[src/rtl/stl_pkg.sv]
// ----------------------------------------------------------------------------
// stl_pkg
// Shared types and constants for the script token lexer: request payloads,
// record and class codes, error codes and the character set it recognises.
// ----------------------------------------------------------------------------
package stl_pkg;

    // Result queue depth; the lexer advances only while two slots are free
    localparam int QUEUE_DEPTH = 3;

    // Strings of this many bytes or more are flagged as too long
    localparam int MAX_STRING_BYTES = 64;

    // Record kinds
    localparam logic [1:0] KIND_TEXT  = 2'd0;
    localparam logic [1:0] KIND_TOKEN = 2'd1;
    localparam logic [1:0] KIND_EOS   = 2'd2;

    // Token classes as reported
    localparam logic [3:0] CLASS_STRING  = 4'd0;
    localparam logic [3:0] CLASS_INT     = 4'd1;
    localparam logic [3:0] CLASS_DOUBLE  = 4'd2;
    localparam logic [3:0] CLASS_BOOL    = 4'd3;
    localparam logic [3:0] CLASS_EQUALS  = 4'd4;
    localparam logic [3:0] CLASS_LBRACE  = 4'd5;
    localparam logic [3:0] CLASS_RBRACE  = 4'd6;
    localparam logic [3:0] CLASS_LESS    = 4'd7;
    localparam logic [3:0] CLASS_GREATER = 4'd8;

    // Error codes
    localparam logic [2:0] ERR_NONE     = 3'd0;
    localparam logic [2:0] ERR_TOO_LONG = 3'd1;
    localparam logic [2:0] ERR_BAD_INT  = 3'd2;
    localparam logic [2:0] ERR_OVERFLOW = 3'd3;
    localparam logic [2:0] ERR_EOS_OPEN = 3'd4;

    // Characters of interest
    localparam logic [7:0] CH_TAB    = 8'h09;
    localparam logic [7:0] CH_NL     = 8'h0A;
    localparam logic [7:0] CH_CR     = 8'h0D;
    localparam logic [7:0] CH_SPACE  = 8'h20;
    localparam logic [7:0] CH_QUOTE  = 8'h22;
    localparam logic [7:0] CH_MINUS  = 8'h2D;
    localparam logic [7:0] CH_DOT    = 8'h2E;
    localparam logic [7:0] CH_ZERO   = 8'h30;
    localparam logic [7:0] CH_NINE   = 8'h39;
    localparam logic [7:0] CH_LT     = 8'h3C;
    localparam logic [7:0] CH_EQ     = 8'h3D;
    localparam logic [7:0] CH_GT     = 8'h3E;
    localparam logic [7:0] CH_UPPER_A = 8'h41;
    localparam logic [7:0] CH_UPPER_Z = 8'h5A;
    localparam logic [7:0] CH_LBRACE = 8'h7B;
    localparam logic [7:0] CH_RBRACE = 8'h7D;
    localparam logic [7:0] CH_Y      = 8'h79;
    localparam logic [7:0] CH_E      = 8'h65;
    localparam logic [7:0] CH_S      = 8'h73;
    localparam logic [7:0] CH_N      = 8'h6E;
    localparam logic [7:0] CH_O      = 8'h6F;

    // Class of the token in progress
    typedef enum logic [1:0] {
        CLS_NONE,
        CLS_STR,
        CLS_INT,
        CLS_DBL
    } cls_t;

    // Input request payload
    typedef struct packed {
        logic [7:0] char_byte;
        logic       stream_end;
    } lex_in_t;

    // Result request payload
    typedef struct packed {
        logic [1:0]         record_kind;
        logic [3:0]         token_class;
        logic [7:0]         text_byte;
        logic signed [63:0] int_value;
        logic               bool_value;
        logic [31:0]        line_number;
        logic [31:0]        column;
        logic [2:0]         error_code;
        logic               last_of_run;
    } lex_out_t;

    // Records handed from the lexer core to the result queue in one cycle
    typedef struct packed {
        logic [1:0] count;
        lex_out_t   first;
        lex_out_t   second;
    } lex_push_t;

endpackage

[src/rtl/stl_lexer_core.sv]
// ----------------------------------------------------------------------------
// stl_lexer_core
// Token state and the per-byte update. Turns one buffered byte into zero,
// one or two result records and pushes them to the result queue.
// ----------------------------------------------------------------------------
module stl_lexer_core #(
    parameter int MAX_STRING_BYTES = stl_pkg::MAX_STRING_BYTES
) (
    input  logic             clk,
    input  logic             rst_n,
    input  logic             advance,
    input  stl_pkg::lex_in_t item,
    output stl_pkg::lex_push_t push
);

    // Token and position state
    logic               in_quote_reg, in_quote_next;
    stl_pkg::cls_t      cls_reg, cls_next;
    logic [31:0]        len_reg, len_next;
    logic [63:0]        value_reg, value_next;
    logic               neg_reg, neg_next;
    logic               invalid_reg, invalid_next;
    logic               overflow_reg, overflow_next;
    logic               yes_reg, yes_next;
    logic               no_reg, no_next;
    logic               too_long_reg, too_long_next;
    logic [31:0]        line_reg, line_next;
    logic [31:0]        pos_reg, pos_next;

    logic [7:0]         c;
    logic [7:0]         lc;
    logic               is_digit;
    logic               is_space;
    logic [3:0]         sp_class;
    logic               has_sp;
    logic [31:0]        pos_inc;
    logic [31:0]        col_tok;
    logic [7:0]         yes_char;
    logic [7:0]         no_char;
    logic [67:0]        value_wide;
    logic [67:0]        value_limit;
    stl_pkg::lex_out_t  rec_tok;
    stl_pkg::lex_out_t  rec_sp;
    stl_pkg::lex_out_t  rec_echo;
    stl_pkg::lex_out_t  rec_eos;
    stl_pkg::cls_t      cls_app;
    logic [1:0]         n_rec;
    stl_pkg::lex_out_t  first_rec;
    stl_pkg::lex_out_t  second_rec;

    // Decode the byte
    always_comb
    begin
        c        = item.char_byte;
        lc       = (c >= stl_pkg::CH_UPPER_A && c <= stl_pkg::CH_UPPER_Z) ?
                   (c | 8'h20) : c;
        is_digit = (c >= stl_pkg::CH_ZERO) && (c <= stl_pkg::CH_NINE);
        is_space = (c == stl_pkg::CH_SPACE) ||
                   ((c >= stl_pkg::CH_TAB) && (c <= stl_pkg::CH_CR));
        unique case (c)
            stl_pkg::CH_EQ:     sp_class = stl_pkg::CLASS_EQUALS;
            stl_pkg::CH_LBRACE: sp_class = stl_pkg::CLASS_LBRACE;
            stl_pkg::CH_RBRACE: sp_class = stl_pkg::CLASS_RBRACE;
            stl_pkg::CH_LT:     sp_class = stl_pkg::CLASS_LESS;
            stl_pkg::CH_GT:     sp_class = stl_pkg::CLASS_GREATER;
            default:            sp_class = stl_pkg::CLASS_STRING;
        endcase
        has_sp   = (sp_class != stl_pkg::CLASS_STRING);
        pos_inc  = pos_reg + 32'd1;
        col_tok  = pos_inc - len_reg;
        unique case (len_reg[1:0])
            2'd0:    yes_char = stl_pkg::CH_Y;
            2'd1:    yes_char = stl_pkg::CH_E;
            default: yes_char = stl_pkg::CH_S;
        endcase
        no_char  = len_reg[0] ? stl_pkg::CH_O : stl_pkg::CH_N;
    end

    // Build the finished-token, special-symbol and end-of-stream records
    always_comb
    begin
        rec_tok             = '0;
        rec_tok.record_kind = stl_pkg::KIND_TOKEN;
        rec_tok.line_number = line_reg;
        rec_tok.column      = col_tok;
        unique case (cls_reg)
            stl_pkg::CLS_INT:
            begin
                rec_tok.token_class = stl_pkg::CLASS_INT;
                if (invalid_reg || (neg_reg && len_reg == 32'd1))
                    rec_tok.error_code = stl_pkg::ERR_BAD_INT;
                else if (overflow_reg)
                    rec_tok.error_code = stl_pkg::ERR_OVERFLOW;
                else
                    rec_tok.int_value = $signed(neg_reg ? (64'd0 - value_reg) : value_reg);
            end
            stl_pkg::CLS_DBL:
                rec_tok.token_class = stl_pkg::CLASS_DOUBLE;
            default:
            begin
                if (yes_reg && len_reg == 32'd3)
                begin
                    rec_tok.token_class = stl_pkg::CLASS_BOOL;
                    rec_tok.bool_value  = 1'b1;
                end
                else if (no_reg && len_reg == 32'd2)
                    rec_tok.token_class = stl_pkg::CLASS_BOOL;
                else
                begin
                    rec_tok.token_class = stl_pkg::CLASS_STRING;
                    rec_tok.error_code  = too_long_reg ? stl_pkg::ERR_TOO_LONG
                                                       : stl_pkg::ERR_NONE;
                end
            end
        endcase

        rec_sp             = '0;
        rec_sp.record_kind = stl_pkg::KIND_TOKEN;
        rec_sp.token_class = sp_class;
        rec_sp.line_number = line_reg;
        rec_sp.column      = pos_inc;

        rec_eos             = '0;
        rec_eos.record_kind = stl_pkg::KIND_EOS;
        rec_eos.line_number = line_reg;
        rec_eos.column      = pos_reg;
        rec_eos.error_code  = (cls_reg != stl_pkg::CLS_NONE) ? stl_pkg::ERR_EOS_OPEN
                                                             : stl_pkg::ERR_NONE;
        rec_eos.last_of_run = 1'b1;
    end

    // Class after appending, and the echo record
    always_comb
    begin
        if (cls_reg == stl_pkg::CLS_NONE)
            cls_app = (is_digit || c == stl_pkg::CH_MINUS) ? stl_pkg::CLS_INT
                                                           : stl_pkg::CLS_STR;
        else if (cls_reg == stl_pkg::CLS_INT && c == stl_pkg::CH_DOT)
            cls_app = stl_pkg::CLS_DBL;
        else
            cls_app = cls_reg;

        rec_echo             = '0;
        rec_echo.record_kind = stl_pkg::KIND_TEXT;
        rec_echo.text_byte   = c;
        rec_echo.line_number = line_reg;
        rec_echo.column      = col_tok;
        unique case (cls_app)
            stl_pkg::CLS_INT: rec_echo.token_class = stl_pkg::CLASS_INT;
            stl_pkg::CLS_DBL: rec_echo.token_class = stl_pkg::CLASS_DOUBLE;
            default:          rec_echo.token_class = stl_pkg::CLASS_STRING;
        endcase

        // Ten times the value plus the digit, checked against the signed limit
        value_wide  = ({4'd0, value_reg} << 3) + ({4'd0, value_reg} << 1) +
                      {64'd0, c[3:0]};
        value_limit = neg_reg ? {4'd0, 1'b1, 63'd0} : {5'd0, {63{1'b1}}};
    end

    // Next state and records for this byte
    always_comb
    begin
        in_quote_next = in_quote_reg;
        cls_next      = cls_reg;
        len_next      = len_reg;
        value_next    = value_reg;
        neg_next      = neg_reg;
        invalid_next  = invalid_reg;
        overflow_next = overflow_reg;
        yes_next      = yes_reg;
        no_next       = no_reg;
        too_long_next = too_long_reg;
        line_next     = line_reg;
        pos_next      = pos_reg;
        n_rec         = 2'd0;
        first_rec     = rec_tok;
        second_rec    = rec_sp;

        priority if (item.stream_end)
        begin
            // Report and return to reset
            n_rec         = 2'd1;
            first_rec     = rec_eos;
            in_quote_next = 1'b0;
            cls_next      = stl_pkg::CLS_NONE;
            len_next      = '0;
            value_next    = '0;
            neg_next      = 1'b0;
            invalid_next  = 1'b0;
            overflow_next = 1'b0;
            yes_next      = 1'b1;
            no_next       = 1'b1;
            too_long_next = 1'b0;
            line_next     = 32'd1;
            pos_next      = '0;
        end
        else
        begin
            if ((in_quote_reg || !(has_sp || is_space)) && c == stl_pkg::CH_QUOTE &&
                !in_quote_reg)
            begin
                // Open a quote: force string, no record
                in_quote_next = 1'b1;
                cls_next      = stl_pkg::CLS_STR;
            end
            else if ((in_quote_reg || !(has_sp || is_space)) && c != stl_pkg::CH_QUOTE)
            begin
                // Append the byte and echo it
                n_rec         = 2'd1;
                first_rec     = rec_echo;
                yes_next      = yes_reg && (len_reg < 32'd3) && (lc == yes_char);
                no_next       = no_reg && (len_reg < 32'd2) && (lc == no_char);
                len_next      = len_reg + 32'd1;
                too_long_next = too_long_reg || (len_next >= 32'(MAX_STRING_BYTES));
                cls_next      = cls_app;
                if (cls_app == stl_pkg::CLS_INT)
                begin
                    if (len_reg == 32'd0 && c == stl_pkg::CH_MINUS)
                        neg_next = 1'b1;
                    else if (is_digit)
                    begin
                        if (!overflow_reg)
                        begin
                            if (value_wide > value_limit)
                                overflow_next = 1'b1;
                            else
                                value_next = value_wide[63:0];
                        end
                    end
                    else
                        invalid_next = 1'b1;
                end
            end
            else
            begin
                // Close a quote or hit a delimiter: finish the token
                if (in_quote_reg)
                    in_quote_next = 1'b0;
                if (cls_reg != stl_pkg::CLS_NONE)
                    n_rec = (has_sp && !in_quote_reg) ? 2'd2 : 2'd1;
                else
                begin
                    first_rec = rec_sp;
                    n_rec     = (has_sp && !in_quote_reg) ? 2'd1 : 2'd0;
                end
                cls_next      = stl_pkg::CLS_NONE;
                len_next      = '0;
                value_next    = '0;
                neg_next      = 1'b0;
                invalid_next  = 1'b0;
                overflow_next = 1'b0;
                yes_next      = 1'b1;
                no_next       = 1'b1;
                too_long_next = 1'b0;
            end

            // Advance the position counters
            if (c == stl_pkg::CH_NL)
            begin
                line_next = line_reg + 32'd1;
                pos_next  = '0;
            end
            else
                pos_next = pos_inc;
        end

        // Mark the last record of this byte
        first_rec.last_of_run  = (n_rec == 2'd1) || item.stream_end;
        second_rec.last_of_run = 1'b1;
    end

    assign push.count  = advance ? n_rec : 2'd0;
    assign push.first  = first_rec;
    assign push.second = second_rec;

    // State registers
    always_ff @(posedge clk or negedge rst_n)
    begin
        if (!rst_n)
        begin
            in_quote_reg <= 1'b0;
            cls_reg      <= stl_pkg::CLS_NONE;
            len_reg      <= '0;
            value_reg    <= '0;
            neg_reg      <= 1'b0;
            invalid_reg  <= 1'b0;
            overflow_reg <= 1'b0;
            yes_reg      <= 1'b1;
            no_reg       <= 1'b1;
            too_long_reg <= 1'b0;
            line_reg     <= 32'd1;
            pos_reg      <= '0;
        end
        else if (advance)
        begin
            in_quote_reg <= in_quote_next;
            cls_reg      <= cls_next;
            len_reg      <= len_next;
            value_reg    <= value_next;
            neg_reg      <= neg_next;
            invalid_reg  <= invalid_next;
            overflow_reg <= overflow_next;
            yes_reg      <= yes_next;
            no_reg       <= no_next;
            too_long_reg <= too_long_next;
            line_reg     <= line_next;
            pos_reg      <= pos_next;
        end
    end

endmodule

[src/rtl/stl_result_queue.sv]
// ----------------------------------------------------------------------------
// stl_result_queue
// Small shifting queue of result records. Takes up to two records a cycle
// from the lexer core and presents the oldest on the output channel.
// ----------------------------------------------------------------------------
module stl_result_queue #(
    parameter int DEPTH = stl_pkg::QUEUE_DEPTH
) (
    input  logic               clk,
    input  logic               rst_n,
    input  stl_pkg::lex_push_t push,
    output logic               room,
    output logic               valid,
    input  logic               ready,
    output stl_pkg::lex_out_t  item
);

    localparam int CW = $clog2(DEPTH + 1);

    stl_pkg::lex_out_t slot_reg  [DEPTH];
    stl_pkg::lex_out_t slot_next [DEPTH];
    logic [CW-1:0]     count_reg, count_next;
    logic [CW-1:0]     base;
    logic              pop;

    assign valid = (count_reg != '0);
    assign item  = slot_reg[0];
    assign pop   = valid && ready;
    assign room  = (count_reg <= CW'(DEPTH - 2));

    // Shift out the head on a pop, then write new records behind the rest
    always_comb
    begin
        base = count_reg - CW'(pop);
        for (int i = 0; i < DEPTH; i++)
        begin
            if (pop && i < DEPTH - 1)
                slot_next[i] = slot_reg[i + 1];
            else
                slot_next[i] = slot_reg[i];
            if (push.count != 2'd0 && CW'(i) == base)
                slot_next[i] = push.first;
            if (push.count == 2'd2 && CW'(i) == base + CW'(1))
                slot_next[i] = push.second;
        end
        count_next = base + CW'(push.count);
    end

    always_ff @(posedge clk or negedge rst_n)
    begin
        if (!rst_n)
            count_reg <= '0;
        else
            count_reg <= count_next;
    end

    always_ff @(posedge clk)
    begin
        for (int i = 0; i < DEPTH; i++)
            slot_reg[i] <= slot_next[i];
    end

endmodule

[src/rtl/script_token_lexer_top.sv]
// ----------------------------------------------------------------------------
// script_token_lexer_top
// Byte-at-a-time lexer for key-value scripts.
//
// Usage: bytes enter on the byte channel (byte_valid/byte_ready/byte_item);
// records leave on the record channel (record_valid/record_ready/
// record_item). Each byte gives zero, one or two records; last_of_run marks
// the final record of a byte. A request with stream_end set gives one
// end-of-stream record and returns the lexer to its reset state.
// Path: an accepted byte is held in the input register while the lexer works
// on it, and its records are registered into the queue when it advances,
// which waits until the queue has room for two records.
// Throughput: one byte per cycle while each byte gives at most one record
// and the receiver keeps up; the output port moves one record a cycle, so a
// byte giving a token and a special symbol sends them out one after another.
// Reset: line counter 1, column 0, no token open, input register and queue
// empty. When the receiver stalls, the three-entry result queue fills and
// the input register holds its byte; byte_ready falls once the lexer stops.
// ----------------------------------------------------------------------------
module script_token_lexer_top #(
    parameter int QUEUE_DEPTH      = stl_pkg::QUEUE_DEPTH,
    parameter int MAX_STRING_BYTES = stl_pkg::MAX_STRING_BYTES
) (
    input  logic              clk,
    input  logic              rst_n,
    input  logic              byte_valid,
    output logic              byte_ready,
    input  stl_pkg::lex_in_t  byte_item,
    output logic              record_valid,
    input  logic              record_ready,
    output stl_pkg::lex_out_t record_item
);

    logic               in_valid_reg, in_valid_next;
    stl_pkg::lex_in_t   in_item_reg;
    logic               advance;
    logic               room;
    stl_pkg::lex_push_t push;

    // Advance the buffered byte when the queue has space for two records
    assign advance       = in_valid_reg && room;
    assign byte_ready    = !in_valid_reg || advance;
    assign in_valid_next = (byte_valid && byte_ready) ? 1'b1 :
                           (advance ? 1'b0 : in_valid_reg);

    always_ff @(posedge clk or negedge rst_n)
    begin
        if (!rst_n)
            in_valid_reg <= 1'b0;
        else
            in_valid_reg <= in_valid_next;
    end

    // Hold the input payload
    always_ff @(posedge clk)
    begin
        if (byte_valid && byte_ready)
            in_item_reg <= byte_item;
    end

    stl_lexer_core #(
        .MAX_STRING_BYTES (MAX_STRING_BYTES)
    ) u_core (
        .clk     (clk),
        .rst_n   (rst_n),
        .advance (advance),
        .item    (in_item_reg),
        .push    (push)
    );

    stl_result_queue #(
        .DEPTH (QUEUE_DEPTH)
    ) u_queue (
        .clk   (clk),
        .rst_n (rst_n),
        .push  (push),
        .room  (room),
        .valid (record_valid),
        .ready (record_ready),
        .item  (record_item)
    );

endmodule

[config.mk]
export PLATFORM = sky130hd
export DESIGN_NAME = script_token_lexer_top
export DESIGN_NICKNAME = d
export VERILOG_FILES = /design/src/rtl/stl_pkg.sv /design/src/rtl/stl_lexer_core.sv /design/src/rtl/stl_result_queue.sv /design/src/rtl/script_token_lexer_top.sv
export SDC_FILE = /design/constraint.sdc
export NUM_CORES = 2
export LEC_CHECK = 0
export BUFFER_PORTS_ARGS = -buffer_cell sky130_fd_sc_hd__buf_2
export CORE_ASPECT_RATIO = 0.5
export CORE_MARGIN = 10
export CORE_UTILIZATION = 55
export DETAILED_ROUTE_END_ITERATION = 6
export PLACE_DENSITY = 0.8
export RECOVER_POWER = 25
export SLEW_MARGIN = 10
export SYNTH_ARGS = -nofsm -noshare
export SYNTH_HDL_FRONTEND = slang
export SYNTH_SLANG_ARGS = --single-unit
[constraint.sdc]
create_clock -name clk -period 6.1 [get_ports clk]
set_input_delay 0.61 -clock clk [delete_from_list [all_inputs] [get_ports clk]]
set_output_delay 0.61 -clock clk [all_outputs]
set_load 0.005 [all_outputs]
# --- Yosys cells after proc, flatten, opt, wreduce, memory -nomap -nowiden ---
# Memories as Yosys holds them, arrays and structs flattened.
# Cells that the tools add are included.
totals:
  mem_count: 1
  elab_cells: 224
  ram_bits: 441
  in_bits: 13
  output_inout_bits: 149
  ff_bits: 181
classes:
  reduce_logical: 55
  magnitude_cmp: 11
  muxes: 95
  n_addsub: 10
  eq_ne: 36
mem_list:
  columns: ["memory", "depth", "word_bits", "read_ports", "rd_ports_with_merged_regs", "write_ports", "line", "text"]
  rows:
  - ["u_queue.slot_reg", 3, 147, 3, 0, 3, "stl_result_queue.sv:20", "stl_pkg::lex_out_t slot_reg [DEPTH];"]
op_table:
  columns: ["op", "count"]
  rows:
  - ["two-way mux 147 bit", 10]
  - ["two-way mux 64 bit", 13]
  - ["two-way mux 32 bit", 7]
  - ["two-way mux 146 bit", 1]
  - ["two-way mux 145 bit", 1]
  - ["adder 32 x 1 -> 32 bit, second input constant", 3]
  - ["adder 67 x 65 -> 68 bit", 1]
  - ["adder 68 x 4 -> 68 bit", 1]
  - ["greater-than comparator 68 bit", 1]
  - ["== test 32 x 2 -> 1 bit, second input constant", 2]
  - ["< comparator 32 x 2 -> 1 bit, second input constant", 2]
  - ["subtractor 1 x 64 -> 64 bit, first input constant", 1]
  - ["== test 8 x 6 -> 1 bit, second input constant", 7]
  - ["two-way mux 1 bit", 38]
  - ["== test 32 x 1 -> 1 bit, second input constant", 1]
  - ["greater-or-equal comparator 32 x 7 -> 1 bit, second input constant", 1]
  - ["logical NOT 32 bit", 1]
  - ["subtractor 32 bit", 1]
  - ["two-way mux 2 bit", 14]
  - ["logical AND 1 bit", 25]
  - ["case mux 4 bit (5 select lines)", 1]
  - ["!= test 3 bit, second input constant", 6]
  - ["== test 8 x 7 -> 1 bit", 2]
  - ["== test 8 x 7 -> 1 bit, second input constant", 2]
  - ["other kinds (35)", 65]

# --- Longest topological paths before layout ---
logic_depth:
  ltp_word: 15
  ltp_mapped: 27
  depth_no_buf: 25

# --- Modules after synthesis ---
# From an unflattened synthesis, not the netlist that was laid out.
hier_totals:
  cells_unflattened: 4424
  area_unflattened_um2: 43365.3
modules_own_cells:
  columns: ["mod", "n_inst", "area_per_inst_um2", "seq_area_each_um2", "cells_each"]
  rows:
  - ["stl_result_queue", 1, 23268.6, 13292.7, 1871]
  - ["stl_lexer_core", 1, 19766.5, 4232.8, 2539]
  - ["script_token_lexer_top", 1, 330.3, 295.3, 14]

# --- Least setup slack after synthesis ---
# Ideal clock, no wire load.
synth_timing:
  kind: "reg-to-reg"
  startpoint: "register in_item_reg[4] (netlist bit)"
  endpoint: "register u_core.value_reg[7]"
  period_less_slack_ns: 5.779
  arrival_time_ns: 5.658
  path_stages_with_launch: 27
  path_buffers: 2
  required_time_ns: 5.979
  path_slack_ns: 0.321
  setup_time_ns: 0.121
  cell_sequence: "edfxtp_1 -> fa_1 -> inv_1 -> fa_1 -> nand2b_1 -> a21oi_1 -> o21ai_1 -> a31oi_1 -> nor2_1 -> o31ai_1 -> a41oi_1 -> o21bai_1 -> a21boi_0 -> xnor2_1 -> ha_1 -> nand3_1 -> nor2_1 -> nand4_1 -> or3_1 -> a21bo_1 -> nand4_1 -> a211oi_1 -> o2111ai_2 -> and2_1 -> buf_6 -> buf_6 -> a22o_1"
synth_via:
  elab_chain_cells: 10
  elab_cells_between_ends: 49
  cone_classes: "add/sub (1); order compare (5); eq/ne (17); mux (12); reduce/logical (14)"
synth_rtl:
  columns: ["item", "line", "text"]
  rows:
  - ["from (decl)", "script_token_lexer_top.sv:35", "stl_pkg::lex_in_t in_item_reg;"]
  - ["from (signal assigned)", "script_token_lexer_top.sv:58", "in_item_reg <= byte_item;"]
  - ["parallel branches: the longest is 10 deep, another holds adder 68 x 4 -> 68 bit", null, null]
  - ["to (signal assigned)", "stl_lexer_core.sv:299", "value_reg <= value_next;"]
  - ["to (decl)", "stl_lexer_core.sv:20", "logic [63:0] value_reg, value_next;"]
# Parallel ways; which one is timed is not known. The select of a mux whose other input is x is not followed.
# A chain may end at the register's enable or synchronous reset.

# --- Final worst setup path ---
layout_timing:
  startpoint: "register in_item_reg[4] (netlist bit)"
  endpoint: "register u_core.value_reg[2]"
# Same word-level chain as after synthesis.

==> out/results.ini <==
[timing]
rsz0062_at_grt = true
setup_viol = 0
skew_ns = 0.0589
fin_ws_ns = 0.0386
fin_setup_tns_ns = 0
finalMaxSlewViolations = 175
fin_crit_ns = 6.06
holdWs_ns = 0.115
worstMarginPinSlew_ns = 2.28
slew_headroom = -0.521
hold_violations = 0
fmax_mhz = 165
fin_crit_sh = 0.994

[global_routing]
grt_pass1_vias = 33000
gr-total-overflow = 0
grt_pass1_wl_um = 178000
antenna_found_initial = 2
grt_usage = 0.264
grt_max_degree = 139

[yosys]
syn-cell-area_sq_um = 38400
synth_top_family_by_area = simple AND/OR/NAND/NOR gates
ys_seq_area_frac = 0.402
yosys.area_share.adder = 0.0778
yosys.area_share.simple = 0.188
yosys_warnings = 0
synth_edf_count = 213
ys_ff_latch = 622
ys.flop_type = dfxtp_1
netlist_top_cells_count = nand2_1, o21ai_0, nor2_1, dfxtp_1, a21oi_1
muxShareOfSynthArea = 0.0318
synth_compound_area_frac = 0.184
ys_async_sr_fraction = 0.277
syn_nets = 4677
synth_area_leaders = edfxtp_1, dfxtp_1, dfrtp_1, nand2_1, ha_1
syn_inst = 4427
postSynthAreaPerCell_sq_um = 8.68
synth.distinct_cells = 90
synth_top_area_cell = edfxtp_1
synth.most_common_cell = nand2_1
synth.top_cell.area_share = 0.166
synth-xor-area-share = 0.0492

[layout]
largest_register_ffs = 441
antenna_cells = 0
area_growth_pct = 9.58
instances_no_fill = 5420
fillCellCount = 5843
drive_gt1_frac = 0.103
nets = 4677

[critical_path]
cp.required_ns = 6.67
ff2ff_path_depth = 27
cp-start-kind = flip-flop
crit_path_frequent_cell = nand4_1
critical_path_buf_inv_count = 5
r2r-start = in_item_reg[4]
cpPeakStageDelay_ns = 0.54
crit_path_end_kind = flip-flop
cp.depth = 27
critPathCapture = u_core.value_reg[2]
r2r_end = u_core.value_reg[2]
crit_path_start = in_item_reg[4]
cp_max_fo = 6
cp_slowest_cell = fa_2
cp_top_family = compound AO/OA/AOI/OAI gates
crit_type = reg -> reg
cp.arrival_ns = 6.63
r2r_slack_ns = 0.04

[place]
dpl_worst_slack_ns = -0.184
place.gp.congestion = 0.958
dp.cells = 5290
post-dp-hpwl_um = 76800
portBuffers = 161

[route]
drtPass1Iterations = 6
vias = 33900
avgViaCountPerCell = 6.26
drc_errors = 0
antenna_left = 0
routed_wl_um = 114000
wl_per_cell_um = 21.0
first_iter_violations = 3539

[clock_network]
path_clk_slew_ns = 0.06
cts_buffers = 56
cts_tree = yes
cts-htree-levels = 2
cts.sinks = 622
clockBufferDepth = 3
cts_root_buf = clkbuf_16
insertion_delay_ns = 0.68

[status]
status = finished with violations
violations = capacitance limit, slew limit

[die]
core.rowCount = 68
io_pins = 162
die_h_um = 207
coreArea_sq_um = 69100
die_w_um = 394
initial_core_util = 0.556
dieArea_sq_um = 81500

[power]
p_leak_nw = 18.2
power_w = 0.0161
irDropWorstVdd_v = 0.000266
power_per_cell_area_nw_per_um2 = 383

[min_path]
hold_class = in -> reg

[job]
drv_cap = 2

-- worst min-delay path by stage --
stage / startpoint / endpoint / slack, ns / cells past startpoint
6_report: byte_item[5] / in_item_reg[5] / 0.11 / 1
5_1_grt: byte_item[5] / in_item_reg[5] / 0.10 / 1
4_1_cts: byte_item[6] / in_item_reg[6] / 0.10 / 1
3_5_place_dp: u_queue.slot_reg[0][440] / u_queue.slot_reg[0][440] / 0.44 / 2
3_3_place_gp: u_queue.slot_reg[0][440] / u_queue.slot_reg[0][440] / 0.43 / 2
2_1_floorplan: rst_n / in_valid_reg / 0.31 / 0
-- layer usage --
layer,part of all wire,vias to the layer above,GRT usage
li1,-,15700,-
met2,0.47,1465,0.453
met1,0.41,16400,0.334
met5,0.00011,-,0
met3,0.076,281,0.0387
met4,0.041,2,0.111
-- metrics by stage --
step	instance area, sq um	util
after floorplan	38400	-
after global placement	39700	0.575
after detailed placement	39700	0.575
after CTS	41700	0.604
after global routing	42100	0.609
final	42100	0.609
-- area by class of cell --
class	count	area, sq um	area share
multi-input combinational	3291	20800	0.494
timing repair buffer	350	2350	0.0558
clock buffer	83	1670	0.0396
sequential	622	15500	0.367
inverter	106	402	0.00954
tap	945	1180	0.0281
clock inverter	23	231	0.00550
-- cells in the final DEF (no fill, tap or decap), types with 55 or more instances in the layout --
cell       Yosys  routed
a22o_1        72      72
nand3_1      171     168
nor2_1       257     249
xnor2_1      103     103
a21oi_1      235     223
dfrtp_1      169     166
clkbuf_16      0      65
edfxtp_1     213     213
dfxtp_1      237     237
nand2_1      836     831
buf_2         30      78
buf_4        147     169
ha_1         234     228
xor2_1       113     111
mux2i_1      121     121
clkbuf_1     190      98
o21ai_0      271     267
nor3_1        66      62
o22ai_1       55      55
o31ai_1      151     149
inv_1        104     102
-- worst register-to-register path: stages, from the launching register on --
cell       delay (ns)
edfxtp_1         0.43
fa_2             0.54
ha_4             0.30
a211oi_4         0.06
o211ai_1         0.32
a211oi_2         0.14
or4_4            0.54
a21o_1           0.26
nand2_1          0.09
a311o_1          0.23
a31oi_1          0.12
xnor2_1          0.16
ha_1             0.31
nand4_1          0.16
nor3_2           0.15
buf_4            0.14
nand4_1          0.09
or3_1            0.39
a21bo_1          0.19
nand4_1          0.09
a211oi_2         0.26
buf_4            0.16
o2111ai_4        0.11
buf_6            0.16
nor2_4           0.11
buf_6            0.18
clkbuf_16        0.17
a22o_1           0.14
-- timing repair --
item	CTS	global route
endpoints found under the setup margin	63	64
hold buffers	1	0
hold endpoints to repair	34	0
setup buffers	3	12
gates resized for setup	12	62
pin swaps	5	39
gates cloned	1	7
-- cell families after synthesis --
family,Yosys count
AO/OA/AOI/OAI,1094
AND/OR/NAND/NOR,1622
XOR/XNOR,216
buffers and inverters,514
multiplexers,122
adder cells (fa/ha/maj),237
flip-flops,622
-- power breakdown --
part	internal, W	total, W	switching, W
clock	0.00197	0.00371	0.00174
sequential	0.00549	0.00592	0.000425
combinational	0.00212	0.00649	0.00437
total	0.00957	0.0161	0.00654
No activity file was read; power rests on OpenSTA's default activity.
